`config.mk`:
```
export PLATFORM = sky130hd
export DESIGN_NAME = size_class_pool_allocator_unit
export DESIGN_NICKNAME = d
export VERILOG_FILES = /design/src/rtl/scpa_pkg.sv /design/src/rtl/scpa_free_list.sv /design/src/rtl/size_class_pool_allocator_unit.sv
export SDC_FILE = /design/constraint.sdc
export NUM_CORES = 1
export LEC_CHECK = 0
export BUFFER_PORTS_ARGS = -buffer_cell sky130_fd_sc_hd__buf_2
export CORE_ASPECT_RATIO = 1.1
export CORE_MARGIN = 8
export CORE_UTILIZATION = 55
export CTS_CLUSTER_SIZE = 24
export DETAILED_ROUTE_END_ITERATION = 8
export MAX_ROUTING_LAYER = met4
export PLACE_DENSITY_LB_ADDON = 0.2
export SLEW_MARGIN = 0
export SYNTH_ARGS = -nofsm -noshare
export SYNTH_HDL_FRONTEND = slang
export SYNTH_SLANG_ARGS = --single-unit
```
`constraint.sdc`:
```
create_clock -name clk_i -period 6.7 [get_ports clk_i]
set_input_delay 0.67 -clock clk_i [delete_from_list [all_inputs] [get_ports clk_i]]
set_output_delay 0.67 -clock clk_i [all_outputs]
set_load 0.05 [all_outputs]
```
`src/rtl/scpa_pkg.sv`:
```
// Shared types and constants of the size class pool allocator.
// Depends on nothing; every module of the block imports it.
`timescale 1ns / 1ps

package scpa_pkg;

  // Operation carried by a request.
  typedef enum logic {
    FUNC_ALLOC = 1'b0,
    FUNC_FREE  = 1'b1
  } func_e;

  // Result status codes.
  typedef enum logic [1:0] {
    ST_OK        = 2'd0,
    ST_EXHAUSTED = 2'd1,
    ST_TOO_LARGE = 2'd2,
    ST_BAD_FREE  = 2'd3
  } status_e;

  // Size class codes.
  localparam logic [1:0] CLS_SMALL = 2'd0;
  localparam logic [1:0] CLS_MID   = 2'd1;
  localparam logic [1:0] CLS_LARGE = 2'd2;

  // Block sizes in bytes and their log2.
  localparam int unsigned SIZE_SMALL  = 16;
  localparam int unsigned SIZE_MID    = 32;
  localparam int unsigned SIZE_LARGE  = 64;
  localparam int unsigned SHIFT_SMALL = 4;
  localparam int unsigned SHIFT_MID   = 5;
  localparam int unsigned SHIFT_LARGE = 6;

  // Register index of the configuration port.
  localparam logic REG_POOL_BASE = 1'b0;

  // Command from the allocator core to one free list.
  typedef struct packed {
    logic pop;
    logic push;
  } list_cmd_t;

endpackage

```
`src/rtl/scpa_free_list.sv`:
```
// One LIFO free list: a head index and one link index per block.
// Depends on scpa_pkg for the list command struct.
`timescale 1ns / 1ps

module scpa_free_list import scpa_pkg::*; #(
  parameter int unsigned COUNT = 8,
  parameter int unsigned IDX_W = 4
) (
  input  logic             clk_i,
  input  logic             rst_ni,
  input  list_cmd_t        cmd_i,
  input  logic [IDX_W-1:0] push_idx_i,
  output logic [IDX_W-1:0] head_o
);

  localparam int unsigned AW = (COUNT > 1) ? $clog2(COUNT) : 1;

  logic [IDX_W-1:0] head_q;
  logic [IDX_W-1:0] links_q [COUNT];

  assign head_o = head_q;

  // A pop is only issued when the head names a real block, a push only with
  // an index inside the list, so the part-selects never alias.
  always_ff @(posedge clk_i or negedge rst_ni) begin
    if (!rst_ni) begin
      head_q <= '0;
      for (int i = 0; i < COUNT; i++) begin
        links_q[i] <= IDX_W'(i + 1);
      end
    end else if (cmd_i.push) begin
      links_q[push_idx_i[AW-1:0]] <= head_q;
      head_q                      <= push_idx_i;
    end else if (cmd_i.pop) begin
      head_q <= links_q[head_q[AW-1:0]];
    end
  end

endmodule

```
`src/rtl/size_class_pool_allocator_unit.sv`:
```
// Top level of the size class pool allocator: request register, class
// selection and address decode, result register and configuration port.
// Depends on scpa_pkg and scpa_free_list.
`timescale 1ns / 1ps

// Usage
// A request is taken at a rising edge where start is high and busy is low.
// busy is held low: the block takes a new request in every cycle. The request
// is registered, then logic selects the class, pops or pushes the free list and
// registers the result, which is shown for one cycle with result_valid_o high.
// Sustained rate is one request per cycle, set by the single read-modify-write
// of each list head per cycle. The receiver cannot stall; results are never
// held back. pool_base is written over the APB-style port at byte address 0;
// the user must write it only while no request is in flight, which the block
// does not enforce. pready is always high; reads return pool_base, or zero
// when paddr[2] is set. Reset empties the request and result stages, sets
// pool_base to zero and rebuilds every free list in address order, all at
// once; no clearing pass.

module size_class_pool_allocator_unit import scpa_pkg::*; #(
  parameter int unsigned SMALL_COUNT  = 8,
  parameter int unsigned MID_COUNT    = 8,
  parameter int unsigned LARGE_COUNT  = 4,
  parameter int unsigned HEADER_BYTES = 8
) (
  input  logic        clk_i,
  input  logic        rst_ni,
  // Request channel.
  input  logic        start,
  output logic        busy,
  input  logic        func_i,
  input  logic [15:0] request_bytes_i,
  input  logic [31:0] block_address_i,
  // Result channel.
  output logic        result_valid_o,
  output logic [31:0] granted_address_o,
  output logic [1:0]  size_class_o,
  output logic [1:0]  status_o,
  // Configuration port.
  input  logic        psel,
  input  logic        penable,
  input  logic        pwrite,
  input  logic [2:0]  paddr,
  input  logic [31:0] pwdata,
  output logic [31:0] prdata,
  output logic        pready
);

  localparam int unsigned SW = $clog2(SMALL_COUNT + 1);
  localparam int unsigned MW = $clog2(MID_COUNT + 1);
  localparam int unsigned LW = $clog2(LARGE_COUNT + 1);

  // Largest request each class can hold, and the byte span of each class.
  localparam logic [15:0] FIT_SMALL = 16'(SIZE_SMALL - HEADER_BYTES);
  localparam logic [15:0] FIT_MID   = 16'(SIZE_MID - HEADER_BYTES);
  localparam logic [15:0] FIT_LARGE = 16'(SIZE_LARGE - HEADER_BYTES);
  localparam logic [31:0] SPAN_SMALL = 32'(SMALL_COUNT * SIZE_SMALL);
  localparam logic [31:0] SPAN_MID   = 32'(MID_COUNT * SIZE_MID);
  localparam logic [31:0] SPAN_LARGE = 32'(LARGE_COUNT * SIZE_LARGE);
  localparam logic [31:0] HDR        = 32'(HEADER_BYTES);

  // Configuration register.
  logic [31:0] pool_base_q;
  logic        cfg_write;

  assign pready    = 1'b1;
  assign cfg_write = psel && penable && pwrite && pready && (paddr[2] == REG_POOL_BASE);
  assign prdata    = (paddr[2] == REG_POOL_BASE) ? pool_base_q : 32'd0;

  always_ff @(posedge clk_i or negedge rst_ni) begin
    if (!rst_ni) begin
      pool_base_q <= '0;
    end else if (cfg_write) begin
      pool_base_q <= pwdata;
    end
  end

  // Request register. The lists update at the same edge that registers a
  // result, so the next request always sees the state its predecessor left.
  logic        in_valid_q;
  logic        func_q;
  logic [15:0] req_q;
  logic [31:0] addr_q;

  assign busy = 1'b0;

  always_ff @(posedge clk_i or negedge rst_ni) begin
    if (!rst_ni) begin
      in_valid_q <= 1'b0;
    end else begin
      in_valid_q <= start && !busy;
    end
  end

  always_ff @(posedge clk_i) begin
    if (start && !busy) begin
      func_q <= func_i;
      req_q  <= request_bytes_i;
      addr_q <= block_address_i;
    end
  end

  // Free lists.
  list_cmd_t small_cmd, mid_cmd, large_cmd;
  logic [SW-1:0] small_head, small_idx;
  logic [MW-1:0] mid_head, mid_idx;
  logic [LW-1:0] large_head, large_idx;

  scpa_free_list #(.COUNT(SMALL_COUNT), .IDX_W(SW)) u_small_list (
    .clk_i, .rst_ni, .cmd_i(small_cmd), .push_idx_i(small_idx), .head_o(small_head)
  );
  scpa_free_list #(.COUNT(MID_COUNT), .IDX_W(MW)) u_mid_list (
    .clk_i, .rst_ni, .cmd_i(mid_cmd), .push_idx_i(mid_idx), .head_o(mid_head)
  );
  scpa_free_list #(.COUNT(LARGE_COUNT), .IDX_W(LW)) u_large_list (
    .clk_i, .rst_ni, .cmd_i(large_cmd), .push_idx_i(large_idx), .head_o(large_head)
  );

  // Free address decode: offset from the pool start, then from each class.
  logic [31:0] off_small, off_mid, off_large;

  assign off_small = addr_q - HDR - pool_base_q;
  assign off_mid   = off_small - SPAN_SMALL;
  assign off_large = off_mid - SPAN_MID;
  assign small_idx = SW'(off_small >> SHIFT_SMALL);
  assign mid_idx   = MW'(off_mid >> SHIFT_MID);
  assign large_idx = LW'(off_large >> SHIFT_LARGE);

  // Request evaluation.
  logic [31:0] granted_d;
  logic [1:0]  class_d;
  status_e     status_d;

  always_comb begin
    small_cmd = '0;
    mid_cmd   = '0;
    large_cmd = '0;
    granted_d = '0;
    class_d   = CLS_SMALL;
    status_d  = ST_TOO_LARGE;
    if (func_e'(func_q) == FUNC_ALLOC) begin
      // The first class that fits serves the request; a larger class is
      // never tried when that one is exhausted.
      if (req_q <= FIT_SMALL) begin
        class_d = CLS_SMALL;
        if (32'(small_head) >= 32'(SMALL_COUNT)) begin
          status_d = ST_EXHAUSTED;
        end else begin
          status_d      = ST_OK;
          small_cmd.pop = in_valid_q;
          granted_d     = pool_base_q + (32'(small_head) << SHIFT_SMALL) + HDR;
        end
      end else if (req_q <= FIT_MID) begin
        class_d = CLS_MID;
        if (32'(mid_head) >= 32'(MID_COUNT)) begin
          status_d = ST_EXHAUSTED;
        end else begin
          status_d    = ST_OK;
          mid_cmd.pop = in_valid_q;
          granted_d   = pool_base_q + SPAN_SMALL + (32'(mid_head) << SHIFT_MID) + HDR;
        end
      end else if (req_q <= FIT_LARGE) begin
        class_d = CLS_LARGE;
        if (32'(large_head) >= 32'(LARGE_COUNT)) begin
          status_d = ST_EXHAUSTED;
        end else begin
          status_d      = ST_OK;
          large_cmd.pop = in_valid_q;
          granted_d     = pool_base_q + SPAN_SMALL + SPAN_MID
                          + (32'(large_head) << SHIFT_LARGE) + HDR;
        end
      end
    end else begin
      // The address must land on a block start inside the class region it
      // falls in; otherwise nothing changes and the free is reported bad.
      status_d = ST_BAD_FREE;
      if (off_small < SPAN_SMALL) begin
        if (off_small[SHIFT_SMALL-1:0] == '0) begin
          status_d       = ST_OK;
          class_d        = CLS_SMALL;
          small_cmd.push = in_valid_q;
        end
      end else if (off_mid < SPAN_MID) begin
        if (off_mid[SHIFT_MID-1:0] == '0) begin
          status_d     = ST_OK;
          class_d      = CLS_MID;
          mid_cmd.push = in_valid_q;
        end
      end else if (off_large < SPAN_LARGE) begin
        if (off_large[SHIFT_LARGE-1:0] == '0) begin
          status_d       = ST_OK;
          class_d        = CLS_LARGE;
          large_cmd.push = in_valid_q;
        end
      end
    end
  end

  // Result register: one strobe per request, registered from the evaluation.
  logic        res_valid_q;
  logic [31:0] granted_q;
  logic [1:0]  class_q;
  status_e     status_q;

  always_ff @(posedge clk_i or negedge rst_ni) begin
    if (!rst_ni) begin
      res_valid_q <= 1'b0;
    end else begin
      res_valid_q <= in_valid_q;
    end
  end

  always_ff @(posedge clk_i) begin
    if (in_valid_q) begin
      granted_q <= granted_d;
      class_q   <= class_d;
      status_q  <= status_d;
    end
  end

  assign result_valid_o    = res_valid_q;
  assign granted_address_o = granted_q;
  assign size_class_o      = class_q;
  assign status_o          = status_q;

endmodule

```
==> impl_metrics.env <==
export IMPL_p_leak_nw=6.90
export IMPL_htree_levels=1
export IMPL_wl_mm=38.8
export IMPL_first_pass_iters=6
export IMPL_synth_seq_area_share=0.399
export IMPL_ys_flop_type="dfrtp_1"
export IMPL_p_total_mw=5.03
export IMPL_final_seq_area_sq_um=5620
export IMPL_first_global_vias=11200
export IMPL_layout_common_cells="buf_2 (155), inv_1 (109), nor2_1 (94)"
export IMPL_die_area_sq_um=31000
export IMPL_core_sq_um=25300
export IMPL_holdBufCountCts=0
export IMPL_place_congestion=0.923
export IMPL_yosysUniqueCellTypes=81
export IMPL_clock_latency_ns=0.52
export IMPL_root_buffer="clkbuf_16"
export IMPL_area_growth_pct=13.7
export IMPL_peakVddDrop_mv=0.203
export IMPL_initial_utilization=0.558
export IMPL_critPathArrivalTime_ns=6.47
export IMPL_fin_crit_sh=0.906
export IMPL_multi_input_area_sq_um=7790
export IMPL_crit_required_ns=7.10
export IMPL_cp_startpoint="pool_base_q[1]"
export IMPL_die_y_microns=184
export IMPL_hold_violations=0
export IMPL_ctsResizeCount=0
export IMPL_grt_usage=0.255
export IMPL_rsz0062_at_grt="no"
export IMPL_drtIter0Drc=745
export IMPL_cts_buffers=24
export IMPL_powerDensity_nw_per_um2=314
export IMPL_setup_worst_path_class="reg -> reg"
export IMPL_cp_max_fo=11
export IMPL_cts_tree="yes"
export IMPL_viasPerCell=5.96
export IMPL_slew_headroom=0.310
export IMPL_nets=1716
export IMPL_fp_row_count=61
export IMPL_design_area_sq_um=16000
export IMPL_fin_ws_ns=0.628
export IMPL_synth_area_leaders="edfxtp_1 (18%), dfrtp_1 (16%), ha_1 (7.0%)"
export IMPL_synth_top_area_cell="edfxtp_1"
export IMPL_synth_edff_count=85
export IMPL_grt_overflow=0
export IMPL_hold_path_class="in -> async"
export IMPL_syn_area_sq_um=14100
export IMPL_via_count=11400
export IMPL_nFillCells=2086
export IMPL_cts_sinks=206
export IMPL_worstMarginPinSlew_ns=1.03
export IMPL_yosys_warnings=0
export IMPL_final_common_cell="buf_2"
export IMPL_startpoint_type="flip-flop"
export IMPL_dp_slack_ns=0.689
export IMPL_ant_nets=0
export IMPL_ys_ff_latch=206
export IMPL_ios=161
export IMPL_regToRegStartpoint="pool_base_q[1]"
export IMPL_grt_max_degree=72
export IMPL_final_cells=1910
export IMPL_synth_top_area_frac=0.181
export IMPL_finalMaxSlewViolations=0
export IMPL_drc=0
export IMPL_setup_tns_final_ns=0
export IMPL_clockBufferDepth=3
export IMPL_synth_cells=1406
export IMPL_setup_viol_count_final=0
export IMPL_fin_skew_ns=0.0103
export IMPL_drive_gt1_frac=0.246
export IMPL_antenna_found_initial=0
export IMPL_dp_hpwl_mm=29.3
export IMPL_grt_pass1_wl_mm=61.5
export IMPL_numPortBuffers=156
export IMPL_timing_fmax_mhz=165
export IMPL_synth_avg_cell_area_sq_um=10.0
export IMPL_dpl_cell_area_sq_um=15200
export IMPL_synth_net_count=1577
export IMPL_dp_cells=1865
export IMPL_fin_crit_ns=6.07
export IMPL_drv_cap=0
export IMPL_status="completed"
export IMPL_clkTransAtPathRegs_ns=0.06
export IMPL_chipWidth_microns=169
export IMPL_crit_path_end_kind="flip-flop"
export IMPL_avgRoutedWirePerCell_microns=20.3
export IMPL_cts_setup_buffers=0
export IMPL_async_flop_share=0.587
report_power, final:
| group | switching (mW) | internal [mW] |
|---|---|---|
| combinational | 1.44 | 0.808 |
| sequential | 0.111 | 1.40 |
| clock | 0.537 | 0.740 |
| total | 2.08 | 2.95 |
flip-flops by register name, summed over array words and instances (netlist names), 2 cells and up:
register / cells
req_q: 16
granted_address_o: 32
u_large_list.head_o: 3
size_class_o: 2
u_small_list.head_o: 4
pool_base_q: 32
status_o: 2
u_mid_list.links_q: 32
u_large_list.links_q: 12
u_mid_list.head_o: 4
addr_q: 32
u_small_list.links_q: 32
final timing paths:
check	end	slack [ns]	depth (start not counted)
worst max-delay path	u_mid_list.links_q[16]	0.63	18
worst min-delay path	pool_base_q[29]	0.19	1
worst max register to register	u_mid_list.links_q[16]	0.63	18
worst min register to register	u_mid_list.links_q[7]	0.49	1
max in group asynchronous	in_valid_q	5.06	2
min in group clk_i	addr_q[11]	0.32	1
cell families after synthesis:
family                   count (synthesis)  synth area share
multiplexers                           144             0.128
AO/OA/AOI/OAI                          273             0.130
flip-flops                             206             0.399
AND/OR/NAND/NOR                        414             0.154
adder cells (fa/ha/maj)                 81            0.0730
buffers and inverters                  179            0.0494
XOR/XNOR                               107            0.0665
other                                    2          0.000533
metrics by stage:
stage | util | hold WS (ns)
3_3_place_gp | 0.603 | 0.468
2_1_floorplan | - | 0.374
3_5_place_dp | 0.603 | 0.475
5_1_grt | 0.634 | 0.233
4_1_cts | 0.634 | 0.203
6_report | 0.634 | 0.189
worst max-delay path: stages, from the launching register on:
cell	delay, ns
dfrtp_1	0.36
inv_1	0.13
ha_1	0.32
ha_1	0.21
inv_1	0.07
fa_1	0.40
nand2b_1	0.20
a21o_1	0.23
a2111oi_0	0.49
o21ai_0	0.26
a21oi_1	0.25
nand4_1	0.39
or4b_1	0.63
o211a_1	0.15
a221oi_2	0.34
nand3_1	0.22
nor4_4	0.57
nand3_1	0.34
mux2_1	0.41
layout make-up:
| type | count | area share |
|---|---|---|
| timing repair buffer | 182 | 0.0611 |
| antenna | 1 | 0.000156 |
| multi-input combinational | 1021 | 0.486 |
| inverter | 110 | 0.0258 |
| clock buffer | 30 | 0.0435 |
| tap | 346 | 0.0270 |
| sequential | 206 | 0.351 |
| clock inverter | 14 | 0.00523 |
Yosys cell counts, drive strengths merged (8+ instances only):
master and number:
a211oi 8, a21o 24, a21oi 72, a22oi 12
a31oi 12, and2 12, and3 9, buf 14
clkbuf 55, dfrtp 90, dfstp 31, edfxtp 85
ha 79, inv 110, mux2 112, mux2i 14
mux4 18, nand2 76, nand2b 8, nand3 49
nand4 15, nor2 95, nor2b 34, nor3 35
nor4 20, o21a 9, o21ai 45, o22ai 29
or2 13, or3 17, xnor2 63, xor2 44
metal layers:
layer | part of all wire | global-route usage | vias to the layer above
li1 | - | - | 5381
met1 | 0.43 | 0.318 | 5487
met2 | 0.47 | 0.419 | 438
met3 | 0.067 | 0.0399 | 81
met4 | 0.030 | 0.0865 | 0
met5 | 0 | - | -
No activity file was read; power rests on OpenSTA's default activity.
